`src/hdl/isort_pkg.sv`:
```
`timescale 1ns / 1ps
// ----------------------------------------------------------------------------
// isort_pkg
// Shared codes and the command/status bundles between the sorter's
// controller and datapath.
// ----------------------------------------------------------------------------
package isort_pkg;

    // Command field of an input item (s_tuser)
    localparam logic CMD_INSERT = 1'b0;
    localparam logic CMD_DRAIN  = 1'b1;

    // Flag positions in the result item's m_tuser
    localparam int USER_EMPTY_BIT = 0;
    localparam int USER_OVF_BIT   = 1;
    localparam int USER_BITS      = 2;

    // Controller to datapath
    typedef struct packed {
        logic capture;     // latch the accepted item
        logic ins_direct;  // write value at the fill position, grow the store
        logic ins_start;   // read the tail entry, start the shift walk
        logic step_shift;  // move the compared entry one slot back
        logic place;       // write value at the walk index, grow the store
        logic drain_rd;    // read the entry at the drain position
        logic load_ovf;    // present an overflow result
        logic load_empty;  // present an empty result
        logic load_drain;  // present the drained value, advance
    } isort_cmd_t;

    // Datapath to controller
    typedef struct packed {
        logic cmd_drain;   // latched item is a drain
        logic full;        // no room for another insert
        logic empty;       // nothing left to drain
        logic has_above;   // undrained entries exist below the fill position
        logic greater;     // new value beats the entry just read
        logic more_left;   // another undrained entry lies below the walk index
        logic out_free;    // output register can take a result
    } isort_sts_t;

endpackage

```
`src/hdl/isort_ctrl.sv`:
```
`timescale 1ns / 1ps
// ----------------------------------------------------------------------------
// isort_ctrl
// Sequencer for the sorter: decodes each item, walks the insertion shift
// one entry per cycle and hands results to the output register.
// ----------------------------------------------------------------------------
module isort_ctrl
    import isort_pkg::*;
(
    input  logic       clk,
    input  logic       rst_n,
    input  logic       s_tvalid,
    output logic       s_tready,
    input  isort_sts_t sts,
    output isort_cmd_t cmd
);

    typedef enum logic [2:0] {
        ST_IDLE,
        ST_DECODE,
        ST_COMPARE,
        ST_PLACE,
        ST_DRAIN_RD,
        ST_EMIT_OVF,
        ST_EMIT_EMPTY,
        ST_EMIT_DRAIN
    } state_t;

    state_t state_reg;
    state_t state_next;

    always_comb
    begin
        state_next = state_reg;
        cmd        = '0;
        unique case (state_reg)
            ST_IDLE:
            begin
                cmd.capture = s_tvalid;
                if (s_tvalid)
                begin
                    state_next = ST_DECODE;
                end
            end
            ST_DECODE:
            begin
                if (sts.cmd_drain)
                begin
                    if (sts.empty)
                    begin
                        state_next = ST_EMIT_EMPTY;
                    end
                    else
                    begin
                        cmd.drain_rd = 1'b1;
                        state_next   = ST_DRAIN_RD;
                    end
                end
                else if (sts.full)
                begin
                    state_next = ST_EMIT_OVF;
                end
                else if (sts.has_above)
                begin
                    cmd.ins_start = 1'b1;
                    state_next    = ST_COMPARE;
                end
                else
                begin
                    cmd.ins_direct = 1'b1;
                    state_next     = ST_IDLE;
                end
            end
            ST_COMPARE:
            begin
                if (sts.greater)
                begin
                    cmd.step_shift = 1'b1;
                    if (!sts.more_left)
                    begin
                        state_next = ST_PLACE;
                    end
                end
                else
                begin
                    cmd.place  = 1'b1;
                    state_next = ST_IDLE;
                end
            end
            ST_PLACE:
            begin
                cmd.place  = 1'b1;
                state_next = ST_IDLE;
            end
            ST_DRAIN_RD:
            begin
                state_next = ST_EMIT_DRAIN;
            end
            ST_EMIT_OVF:
            begin
                if (sts.out_free)
                begin
                    cmd.load_ovf = 1'b1;
                    state_next   = ST_IDLE;
                end
            end
            ST_EMIT_EMPTY:
            begin
                if (sts.out_free)
                begin
                    cmd.load_empty = 1'b1;
                    state_next     = ST_IDLE;
                end
            end
            ST_EMIT_DRAIN:
            begin
                if (sts.out_free)
                begin
                    cmd.load_drain = 1'b1;
                    state_next     = ST_IDLE;
                end
            end
            default:
            begin
                state_next = ST_IDLE;
            end
        endcase
    end

    always_ff @(posedge clk or negedge rst_n)
    begin
        if (!rst_n)
        begin
            state_reg <= ST_IDLE;
        end
        else
        begin
            state_reg <= state_next;
        end
    end

    assign s_tready = (state_reg == ST_IDLE);

endmodule

```
`config.mk`:
```
export PLATFORM = sky130hd
export DESIGN_NAME = isort_ctrl
export DESIGN_NICKNAME = d
export VERILOG_FILES = /design/src/hdl/isort_pkg.sv /design/src/hdl/isort_ctrl.sv
export SDC_FILE = /design/constraint.sdc
export NUM_CORES = 1
export LEC_CHECK = 0
export BUFFER_PORTS_ARGS = -buffer_cell sky130_fd_sc_hd__buf_2
export CAP_MARGIN = 20
export CELL_PAD_IN_SITES_DETAIL_PLACEMENT = 0
export CELL_PAD_IN_SITES_GLOBAL_PLACEMENT = 1
export CORE_AREA = 2 2 39 41
export DETAILED_ROUTE_END_ITERATION = 6
export DIE_AREA = 0 0 41 43
export GPL_ROUTABILITY_DRIVEN = 0
export HOLD_SLACK_MARGIN = 0.02
export PLACE_DENSITY = 0.72
export SLEW_MARGIN = 10
export SYNTH_ARGS = -nofsm -noshare
export SYNTH_HDL_FRONTEND = slang
export SYNTH_SLANG_ARGS = --single-unit
```
`constraint.sdc`:
```
create_clock -name clk -period 1.3 [get_ports clk]
set_clock_uncertainty 0.05 [all_clocks]
set_input_delay 0.13 -clock clk [delete_from_list [all_inputs] [get_ports clk]]
set_output_delay 0.13 -clock clk [all_outputs]
set_load 0.05 [all_outputs]
```
Word level (Yosys, flattened, before mapping)
Cells that the tools add are included.

Output and inout port bits: 10. Word-level logic and storage cells: 40. Bits of input ports: 10. Flip-flop bits (word level): 3.

Muxes and demuxes: 26. Equal/unequal tests: 10. Reductions and logical operators: 3.

Operators with widths (number): $mux W3 (6); $pmux W3 S6 (1); $mux W1 (13); $eq A3 B3 Y1 const B (4); $mux W2 (5); $eq A3 B2 Y1 const B (2); $eq A3 B1 Y1 const B (1); $logic_not A3 Y1 (1); $ne A3 B3 Y1 const B (1); $reduce_and A3 Y1 (1); $reduce_or A3 Y1 (1); $ne A2 B1 Y1 const B (1); $ne A2 B2 Y1 const B (1); $pmux W1 S2 (1).

Longest topological paths before layout
Gate-level depths: netlist (run 1).

Depth after elaboration: 4. Gate-level depth with buffers: 5. Gate-level depth less buffers: 4.

Worst setup path before layout (run 1)
OpenSTA, ideal clock, no wires.

Path kind: reg2out. From: register state_reg[0]. To: output cmd[8] (netlist bit). Setup slack: -1120 ps. Data required time: 1120 ps. Data arrival time: 2240 ps. Cell stages (with the launch flop): 4. Path buffers: 1. Path through: dfrtp_1 buf_6 nor3_1 and2_1.

RTL lines: start: declaration (line isort_ctrl.sv:29) `state_t state_reg;`; start signal: assignment (line isort_ctrl.sv:138) `state_reg <= state_next;`; end: declaration (line isort_ctrl.sv:15) `output isort_cmd_t cmd`.

==> results of run 1 <==
==> routing by layer <==
| layer | track usage [%] | vias up |
|---|---|---|
| met5 | 0 | - |
| met4 | 12.00 | 0 |
| met3 | 4.188 | 0 |
| met2 | 24.38 | 16 |
| met1 | 13.27 | 195 |
| li1 | - | 218 |
==> metrics by stage <==
stage	hold WS [ns]	util (%)	worst slack, ns	setup TNS [ns]
after global placement	-0.1221	39.42	-0.1328	-0.8407
after CTS	0.1704	51.63	-0.1968	-1.387
after global routing	0.1910	55.88	-0.2484	-2.213
after detailed placement	-0.1224	39.42	-0.1652	-1.001
final	0.1735	55.88	-0.1935	-1.605
after floorplan	-0.2156	-	-0.2333	-0.5074
==> worst max-delay path: cells and delay by family, from the launching register on <==
kind          cells  cell delay [ns]
flops             1             0.47
simple gates      3             0.45
buf+inv           1             0.16
==> layout make-up <==
cell class	instances	area share, %
sequential	3	10.03
multi-input combinational	34	40.29
clock buffer	4	3.398
inverter	2	1.618
tap	16	2.589
timing repair buffer	37	42.07
==> timing repair <==
item | CTS | global route
gates cloned | 0 | 0
hold buffers | 1 | 0
buffers inserted | 6 | 3
endpoints found under the setup margin | 12 | 13
endpoints found under the hold margin | 3 | 0
pin swaps | 6 | 5
gates resized for setup | 29 | 11
==> Yosys cell counts <==
cell / instances
buf_6: 3
and3_4: 1
a21oi_1: 2
nand3_1: 2
o21ai_1: 2
a211oi_1: 1
nand2b_1: 3
and3b_1: 1
inv_1: 2
o21ai_0: 2
nand4b_1: 1
and2_2: 1
dfrtp_1: 3
or3b_1: 1
nor3_1: 3
a21o_1: 1
mux2i_1: 1
nor2_1: 4
nand2_1: 4
and2_1: 1
and2b_1: 1
nor3b_4: 2
==> power breakdown <==
part           internal (mW)  total [mW]  leakage [nW]  switching [mW]
registers              0.147       0.248        0.0343           0.101
clock network          0.115       0.164        0.0150          0.0490
logic                  0.691        1.36         0.306           0.671
total                  0.954        1.77         0.356           0.821
==> placed cells by master, fill, tap and decap left out, types with 2 or more instances in the layout <==
cell       n
nand2_1    3
buf_2      9
o21ai_0    2
buf_4     13
dfrtp_2    2
o21ai_1    2
nor3_4     3
buf_6     10
nor2_2     2
clkbuf_4   3
buf_8      4
and2_4     2
nand2b_1   2
nor3b_4    2
a21oi_2    2
==> final timing paths <==
check                                          from                       end  slack, ns  depth (start not counted)
max in group asynchronous                     rst_n  state_reg[1]$_DFFE_PN0P_       0.91                          2
min in group clk                             sts[1]  state_reg[0]$_DFFE_PN0P_       0.19                          4
max                        state_reg[1]$_DFFE_PN0P_                    cmd[7]      -0.19                          4
min                                           rst_n  state_reg[0]$_DFFE_PN0P_       0.17                          2
max reg2reg                state_reg[2]$_DFFE_PN0P_  state_reg[0]$_DFFE_PN0P_      -0.16                          6
min reg2reg                state_reg[0]$_DFFE_PN0P_  state_reg[0]$_DFFE_PN0P_       0.71                          3
==> kinds of logic after synthesis <==
logic type	after synthesis	share of synthesized area [%]
compound gates	8	13.19
flops	3	21.98
simple gates	25	49.82
buf+inv	5	12.09
mux	1	2.931
==> impl_metrics.env, run 1 <==
export IMPL_cap_violations=0
export IMPL_synthToLayoutAreaGrowth_pct=126.4
export IMPL_synth_area_per_cell_sq_um=8.133
export IMPL_grt_usage_pct=14.59
export IMPL_rsz0062_at_grt="true"
export IMPL_power_density_mw_per_mm2=2295
export IMPL_arrival_ns=1.31
export IMPL_max_freq_mhz=669.5
export IMPL_synth_top_area_share_pct=21.98
export IMPL_synth_warnings=0
export IMPL_ios=20
export IMPL_layout_nets=91
export IMPL_syn_area_sq_um=341.6
export IMPL_crit_required_ns=1.12
export IMPL_antenna_found_initial=0
export IMPL_globalRouteOverflowTotal=0
export IMPL_syn_nets=52
export IMPL_hold_violations=0
export IMPL_final_cells=96
export IMPL_drive_above_1_share_pct=75.00
export IMPL_drt_met1_wl_um=372
export IMPL_critPathSlowestCell="dfrtp_2"
export IMPL_synth_seq_cells=3
export IMPL_fin_crit_ns=1.494
export IMPL_cts_sinks=3
export IMPL_fin_area_sq_um=773.2
export IMPL_dr_wl_met2_um=620
export IMPL_cts_reportedPaths_clkPinSlew_ns=0.04
export IMPL_slowest_delay_ns=0.47
export IMPL_tightest_slew_ns=0.2335
export IMPL_core_sq_mm=0.001384
export IMPL_drt_iter0_drc=4
export IMPL_hp_class="input pin to asynchronous set/reset pin"
export IMPL_first_global_vias=451
export IMPL_relSlewSlack_pct=84.27
export IMPL_htree_num_levels=1
export IMPL_fill_cells=132
export IMPL_die_area_sq_mm=0.001763
export IMPL_multi_input_area_sq_um=311.5
export IMPL_dpl_cell_count=83
export IMPL_synth_area_leaders="dfrtp_1 22%, nor3b_4 11%, buf_6 9.9%"
export IMPL_endpoint_kind="output pin"
export IMPL_status="finished, violations left"
export IMPL_totalPowerFinal_mw=1.774
export IMPL_yosys_area_top_type="dfrtp_1"
export IMPL_dr_pass1_iters=4
export IMPL_failed_checks="negative setup slack"
export IMPL_crit_chain="nor3b_4 -> nand2_1 -> nor2_4 -> buf_6"
export IMPL_setup_violations=12
export IMPL_dp_final_hpwl_um=662.4
export IMPL_wire_per_inst_um=10.95
export IMPL_grt_max_degree=9
export IMPL_cts_buffers=3
export IMPL_slew_viol_final=0
export IMPL_highest_layer="met3"
export IMPL_worstSkewPairLatency_ns=0.23
export IMPL_ys_seq_area_share_pct=21.98
export IMPL_leakage_nw=0.3557
export IMPL_path_class="flop to output pin"
export IMPL_period_share_pct=114.9
export IMPL_routed_wl_mm=1.051
export IMPL_die_w_um=41
export IMPL_grt_pass1_wl_mm=1.662
export IMPL_antenna_cells=0
export IMPL_regArea_sq_um=77.57
export IMPL_syn_inst=42
export IMPL_fp_dieH_um=43
export IMPL_ys_types=22
export IMPL_vias_per_cell=4.469
export IMPL_cts_root_buf="clkbuf_4"
export IMPL_largest_reg_flops=3
export IMPL_clock_tree_buffer_depth=2
export IMPL_initial_core_util_pct=24.68
export IMPL_ant_nets=0
export IMPL_tritoncts="built"
export IMPL_peakVddDrop_mv=1.369
export IMPL_route_detailed_drc=0
export IMPL_critPathLaunchType="flop"
export IMPL_worst_slack_ns=-0.1935
export IMPL_wl_met3_um=57
export IMPL_num_vias=429
export IMPL_fp_row_count=14
export IMPL_place_area_sq_um=545.5
export IMPL_port_buffer_count=19
export IMPL_cp_max_fo=8
(Power assumes the default switching activity.)
==> run 2, diff against run 1 <==
==> constraint.sdc (replaced) <==
create_clock -name clk -period 1.3 [get_ports clk]
set_clock_uncertainty 0.05 [all_clocks]
set_input_delay 0.39 -clock clk [delete_from_list [all_inputs] [get_ports clk]]
set_output_delay 0.39 -clock clk [all_outputs]
set_load 0.02 [all_outputs]
==> run 2 against run 1 <==
Net effect: the flow still finishes with violations (negative setup slack); critical path depth is 1 lower; non-clock buffer count is 4 higher; sequential power hardly changed; clock power hardly changed; largest power group unchanged; setup slack worse by 0.24 ns; clock-buffer cell count stayed put; combinational power is 4% lower; die area stayed put.
==> impl_metrics.env, run 2 (same netlist as run 1, synthesis figures left out) <==
export IMPL_crit_start="state_reg[1]$_DFFE_PN0P_"
export IMPL_antenna_found_initial=0
export IMPL_regArea_sq_um=78.83
export IMPL_hold_violations=0
export IMPL_peakVddDrop_mv=1.045
export IMPL_core_sq_mm=0.001384
export IMPL_first_global_vias=466
export IMPL_routed_wl_mm=1.182
export IMPL_rrSetupSlack_ns=-0.22
export IMPL_regToRegStartpoint="state_reg[2]$_DFFE_PN0P_"
export IMPL_layout_commonest_cell="buf_6"
export IMPL_critPathBufInv=1
export IMPL_max_freq_mhz=576.8
export IMPL_crit_chain="nor3b_4 -> and3_4 -> buf_6"
export IMPL_initial_core_util_pct=24.68
export IMPL_relSlewSlack_pct=83.68
export IMPL_globalRouteOverflowTotal=0
export IMPL_ios=20
export IMPL_fin_area_sq_um=795.8
export IMPL_num_vias=466
export IMPL_cp_max_fo=6
export IMPL_r2r_worst_path_cells=6
export IMPL_layout_nets=95
export IMPL_grt_pass1_wl_mm=1.842
export IMPL_path_depth=3
export IMPL_fin_crit_ns=1.734
export IMPL_port_buffer_count=19
export IMPL_endpoint_kind="output pin"
export IMPL_worstSkewPairLatency_ns=0.23
export IMPL_largest_reg_flops=3
export IMPL_leakage_nw=0.3697
export IMPL_die_area_sq_mm=0.001763
export IMPL_path_class="flop to output pin"
export IMPL_critPathTopFamily="simple AND/OR/NAND/NOR gates"
export IMPL_route_detailed_drc=0
export IMPL_cp_endpoint="cmd[6]"
export IMPL_dp_final_hpwl_um=792.8
export IMPL_rr_endpoint="state_reg[0]$_DFFE_PN0P_"
export IMPL_synthToLayoutAreaGrowth_pct=133.0
export IMPL_cap_violations=0
export IMPL_wire_per_inst_um=11.82
export IMPL_clock_tree_buffer_depth=2
export IMPL_grt_max_degree=7
export IMPL_cts_root_buf="clkbuf_4"
export IMPL_multi_input_area_sq_um=305.3
export IMPL_antenna_cells=0
export IMPL_critPathLaunchType="flop"
export IMPL_hp_class="input pin to asynchronous set/reset pin"
export IMPL_fp_row_count=14
export IMPL_tightest_slew_ns=0.2440
export IMPL_worst_slack_ns=-0.4338
export IMPL_power_density_mw_per_mm2=2153
export IMPL_failed_checks="negative setup slack"
export IMPL_critPathSlowestCell="dfrtp_2"
export IMPL_drive_above_1_share_pct=76.19
export IMPL_layout_common_cells="18 x buf_6, 12 x buf_4, 10 x buf_2"
export IMPL_period_share_pct=133.4
export IMPL_slowest_delay_ns=0.46
export IMPL_ant_nets=0
export IMPL_die_w_um=41
export IMPL_cts_sinks=3
export IMPL_htree_num_levels=1
export IMPL_tritoncts="built"
export IMPL_cts_buffers=3
export IMPL_setup_violations=13
export IMPL_fill_cells=132
export IMPL_place_area_sq_um=568.0
export IMPL_status="finished, violations left"
export IMPL_fp_dieH_um=43
export IMPL_rsz0062_at_grt="true"
export IMPL_vias_per_cell=4.660
export IMPL_drt_iter0_drc=0
export IMPL_cts_reportedPaths_clkPinSlew_ns=0.04
export IMPL_dp_slack_ns=-0.2464
export IMPL_grt_usage_pct=15.38
export IMPL_arrival_ns=1.29
export IMPL_slew_viol_final=0
export IMPL_dr_pass1_iters=1
export IMPL_crit_required_ns=0.86
## run 2: cell count changes in the layout (fill, tap and decap cells not counted), sizes merged
cell / before / now
buf: 36 / 40
## run 2: how the worst min path moves through the flow
stage,startpoint,to,slack [ns],depth (start not counted)
finish,rst_n,state_reg[0]$_DFFE_PN0P_,0.44,2
global placement,rst_n,state_reg[2]$_DFFE_PN0P_,0.14,1
floorplan,rst_n,state_reg[0]$_DFFE_PN0P_,0.04,0
CTS,rst_n,state_reg[2]$_DFFE_PN0P_,0.42,2
detailed placement,rst_n,state_reg[2]$_DFFE_PN0P_,0.14,1
global route,rst_n,state_reg[0]$_DFFE_PN0P_,0.42,2
## run 2: stage by stage
| stage | power [mW] | std cells | setup TNS, ns | util, % | hold WS (ns) |
|---|---|---|---|---|---|
| after detailed placement | 1.096 | 88 | -2.120 | 41.05 | 0.1387 |
| after global routing | 1.844 | 100 | -4.834 | 57.50 | 0.4225 |
| after CTS | 1.590 | 99 | -4.037 | 53.62 | 0.4231 |
| final | 1.714 | 100 | -4.099 | 57.50 | 0.4374 |
| after global placement | 1.089 | 88 | -2.003 | 41.05 | 0.1387 |
| after floorplan | 0.8099 | 42 | -0.5843 | - | 0.04441 |
## run 2: power by group
| group | leakage, nW | switching, mW | internal, mW |
|---|---|---|---|
| registers | 0.0332 | 0.0946 | 0.150 |
| clock network | 0.0150 | 0.0474 | 0.115 |
| logic | 0.322 | 0.576 | 0.730 |
## run 2: layout make-up
class                           instances  share of cell area, %
Timing Repair Buffer                   41                  44.34
Multi-Input combinational cell         34                  38.36
Sequential cell                         3                  9.906
Clock buffer                            4                  3.302
Tap cell                               16                  2.516
Inverter                                2                  1.572
## run 2: routing by layer
layer	vias to the layer above	part of all wire [%]	global-route usage (%)
met1	229	37	15.48
li1	228	-	-
met4	0	0	8.000
met2	9	60	27.19
met3	0	3.0	3.141
met5	-	0	0
## run 2: timing repair
action	CTS	global route
endpoints found under the hold margin	3	0
resized for setup	32	12
buffers inserted	6	1
pin swaps	14	10
hold buffers	1	0
gates cloned	0	0
setup endpoints to repair	12	13
==> run 3, diff against run 2 <==
- HOLD_SLACK_MARGIN: 0.02 -> 0.15
- clock period: 1.3 -> 2.15 ns (I/O delays scaled with it)
==> run 3 against run 2 <==
Net effect: register-to-register slack improved by 0.95 ns; cell count decreased by 21%; total power decreased by 67%; hold slack improved by 0.17 ns; non-clock buffer count decreased by 21; design area decreased by 42%; via count decreased by 21%; critical path type unchanged; largest cell class is now multi-input gates; setup slack improved by 0.52 ns; the run now ends clean.
==> impl_metrics.env, run 3 (same netlist as run 1, synthesis figures left out) <==
export IMPL_cap_violations=0
export IMPL_dpl_cell_count=74
export IMPL_antenna_found_initial=0
export IMPL_regArea_sq_um=76.32
export IMPL_initial_core_util_pct=24.68
export IMPL_core_sq_mm=0.001384
export IMPL_critPathLaunchType="flop"
export IMPL_synthToLayoutAreaGrowth_pct=36.26
export IMPL_highest_layer="met4"
export IMPL_cp_endpoint="cmd[6]"
export IMPL_relSlewSlack_pct=71.22
export IMPL_layout_common_cells="19 x buf_2, 4 x nor2_1, 4 x nand2_1, 3 x nand2b_1, 3 x clkbuf_4"
export IMPL_wl_met3_um=56
export IMPL_grt_max_degree=12
export IMPL_peakVddDrop_mv=0.3752
export IMPL_multi_input_area_sq_um=230.2
export IMPL_seqPwrFrac_pct=32.0
export IMPL_drive_above_1_share_pct=44.44
export IMPL_internal_power_uw=293.4
export IMPL_final_cells=79
export IMPL_routed_wl_um=749
export IMPL_drt_met1_wl_um=315
export IMPL_wire_per_inst_um=9.481
export IMPL_grt_usage_pct=9.839
export IMPL_rr_endpoint="state_reg[0]$_DFFE_PN0P_"
export IMPL_worstSkewPairLatency_ns=0.23
export IMPL_layout_nets=74
export IMPL_num_vias=367
export IMPL_switchingPower_uw=273.8
export IMPL_crit_start="state_reg[2]$_DFFE_PN0P_"
export IMPL_power_density_mw_per_mm2=1219
export IMPL_period_share_pct=95.83
export IMPL_regToRegStartpoint="state_reg[2]$_DFFE_PN0P_"
export IMPL_fp_row_count=14
export IMPL_route_detailed_drc=0
export IMPL_crit_required_ns=1.45
export IMPL_rrSetupSlack_ns=0.73
export IMPL_r2r_worst_path_cells=4
export IMPL_arrival_ns=1.37
export IMPL_status="finished clean"
export IMPL_path_class="flop to output pin"
export IMPL_port_buffer_count=19
export IMPL_fill_cells=166
export IMPL_htree_num_levels=1
export IMPL_drt_iter0_drc=3
export IMPL_cts_setup_buffers=0
export IMPL_cts_reportedPaths_clkPinSlew_ns=0.04
export IMPL_dr_wl_met2_um=362
export IMPL_layout_commonest_cell="buf_2"
export IMPL_cts_root_buf="clkbuf_4"
export IMPL_pwr_share_comb_pct=50.4
export IMPL_pwr_share_clk_pct=17.6
export IMPL_globalRouteOverflowTotal=0
export IMPL_cp_max_fo=11
export IMPL_hold_violations=0
export IMPL_hp_class="flop to flop"
export IMPL_tightest_slew_ns=0.4318
export IMPL_endpoint_kind="output pin"
export IMPL_die_w_um=41
export IMPL_first_global_vias=321
export IMPL_largest_reg_flops=3
export IMPL_antenna_cells=0
export IMPL_rsz0062_at_grt="false"
export IMPL_cts_buffers=3
export IMPL_ios=20
export IMPL_vias_per_cell=4.646
export IMPL_slew_viol_final=0
export IMPL_max_freq_mhz=485.4
export IMPL_dr_pass1_iters=4
export IMPL_grt_pass1_wl_mm=1.159
export IMPL_power_switching_share_pct=48.27
export IMPL_leakage_nw=0.2407
export IMPL_cts_sinks=3
export IMPL_dp_final_hpwl_um=589.6
export IMPL_clock_tree_buffer_depth=2
export IMPL_setup_violations=0
export IMPL_setup_tns_final_ns=0
export IMPL_fin_crit_ns=2.060
export IMPL_die_area_sq_mm=0.001763
export IMPL_ant_nets=0
export IMPL_fp_dieH_um=43
export IMPL_tritoncts="built"
==> run 3: cell type report <==
class	count	share of cell area, %
multi-input cells	34	49.46
clock buffers	4	5.645
well taps	16	4.301
repair buffers	20	22.58
flip-flops and latches	3	16.40
inverters	2	1.613
==> run 3: per-stage QoR <==
step / util [%] / cell area, sq um / total power [mW] / hold WS (ns) / setup slack (ns)
3_3_place_gp: 30.56 / 422.9 / 0.4633 / 0.3898 / 0.1678
2_1_floorplan: - / 341.6 / 0.4350 / 0.2994 / 0.04126
5_1_grt: 33.63 / 465.4 / 0.6089 / 0.6252 / 0.03104
3_5_place_dp: 30.56 / 422.9 / 0.4624 / 0.3908 / 0.1697
6_report: 33.63 / 465.4 / 0.5672 / 0.6090 / 0.08970
4_1_cts: 33.18 / 459.2 / 0.5662 / 0.6527 / 0.01350
==> run 3: critical path, stage by stage, from the launching register on <==
cell and delay [ns]:
dfrtp_1 0.52, nor3b_4 0.25, and3_4 0.21, buf_2 0.16
==> run 3: metal layers <==
| layer | track usage, % | vias up |
|---|---|---|
| li1 | - | 186 |
| met1 | 9.646 | 166 |
| met2 | 16.56 | 13 |
| met3 | 1.571 | 2 |
| met4 | 8.000 | 0 |
| met5 | 0 | - |
==> run 3: worst min path at each step <==
stage / start / endpoint / slack [ns] / depth (start not counted)
6_report: state_reg[0]$_DFFE_PN0P_ / state_reg[0]$_DFFE_PN0P_ / 0.61 / 2
5_1_grt: state_reg[0]$_DFFE_PN0P_ / state_reg[0]$_DFFE_PN0P_ / 0.63 / 2
4_1_cts: state_reg[0]$_DFFE_PN0P_ / state_reg[0]$_DFFE_PN0P_ / 0.65 / 2
3_5_place_dp: rst_n / state_reg[2]$_DFFE_PN0P_ / 0.39 / 1
3_3_place_gp: rst_n / state_reg[1]$_DFFE_PN0P_ / 0.39 / 1
2_1_floorplan: rst_n / state_reg[0]$_DFFE_PN0P_ / 0.30 / 0
==> run 3: repair_timing <==
action	in CTS	in global routing
endpoints found under the setup margin	0	3
endpoints found under the hold margin	3	0
hold buffers	1	0
resized for setup	0	2
==> run 3: power by group through the flow <==
stage	Clock [mW]	Combinational, mW	Sequential, mW
4_1_cts	0.103	0.288	0.175
3_3_place_gp	0	0.288	0.176
3_5_place_dp	0	0.286	0.177
6_report	0.0995	0.286	0.182
5_1_grt	0.105	0.313	0.191
2_1_floorplan	0	0.336	0.0994
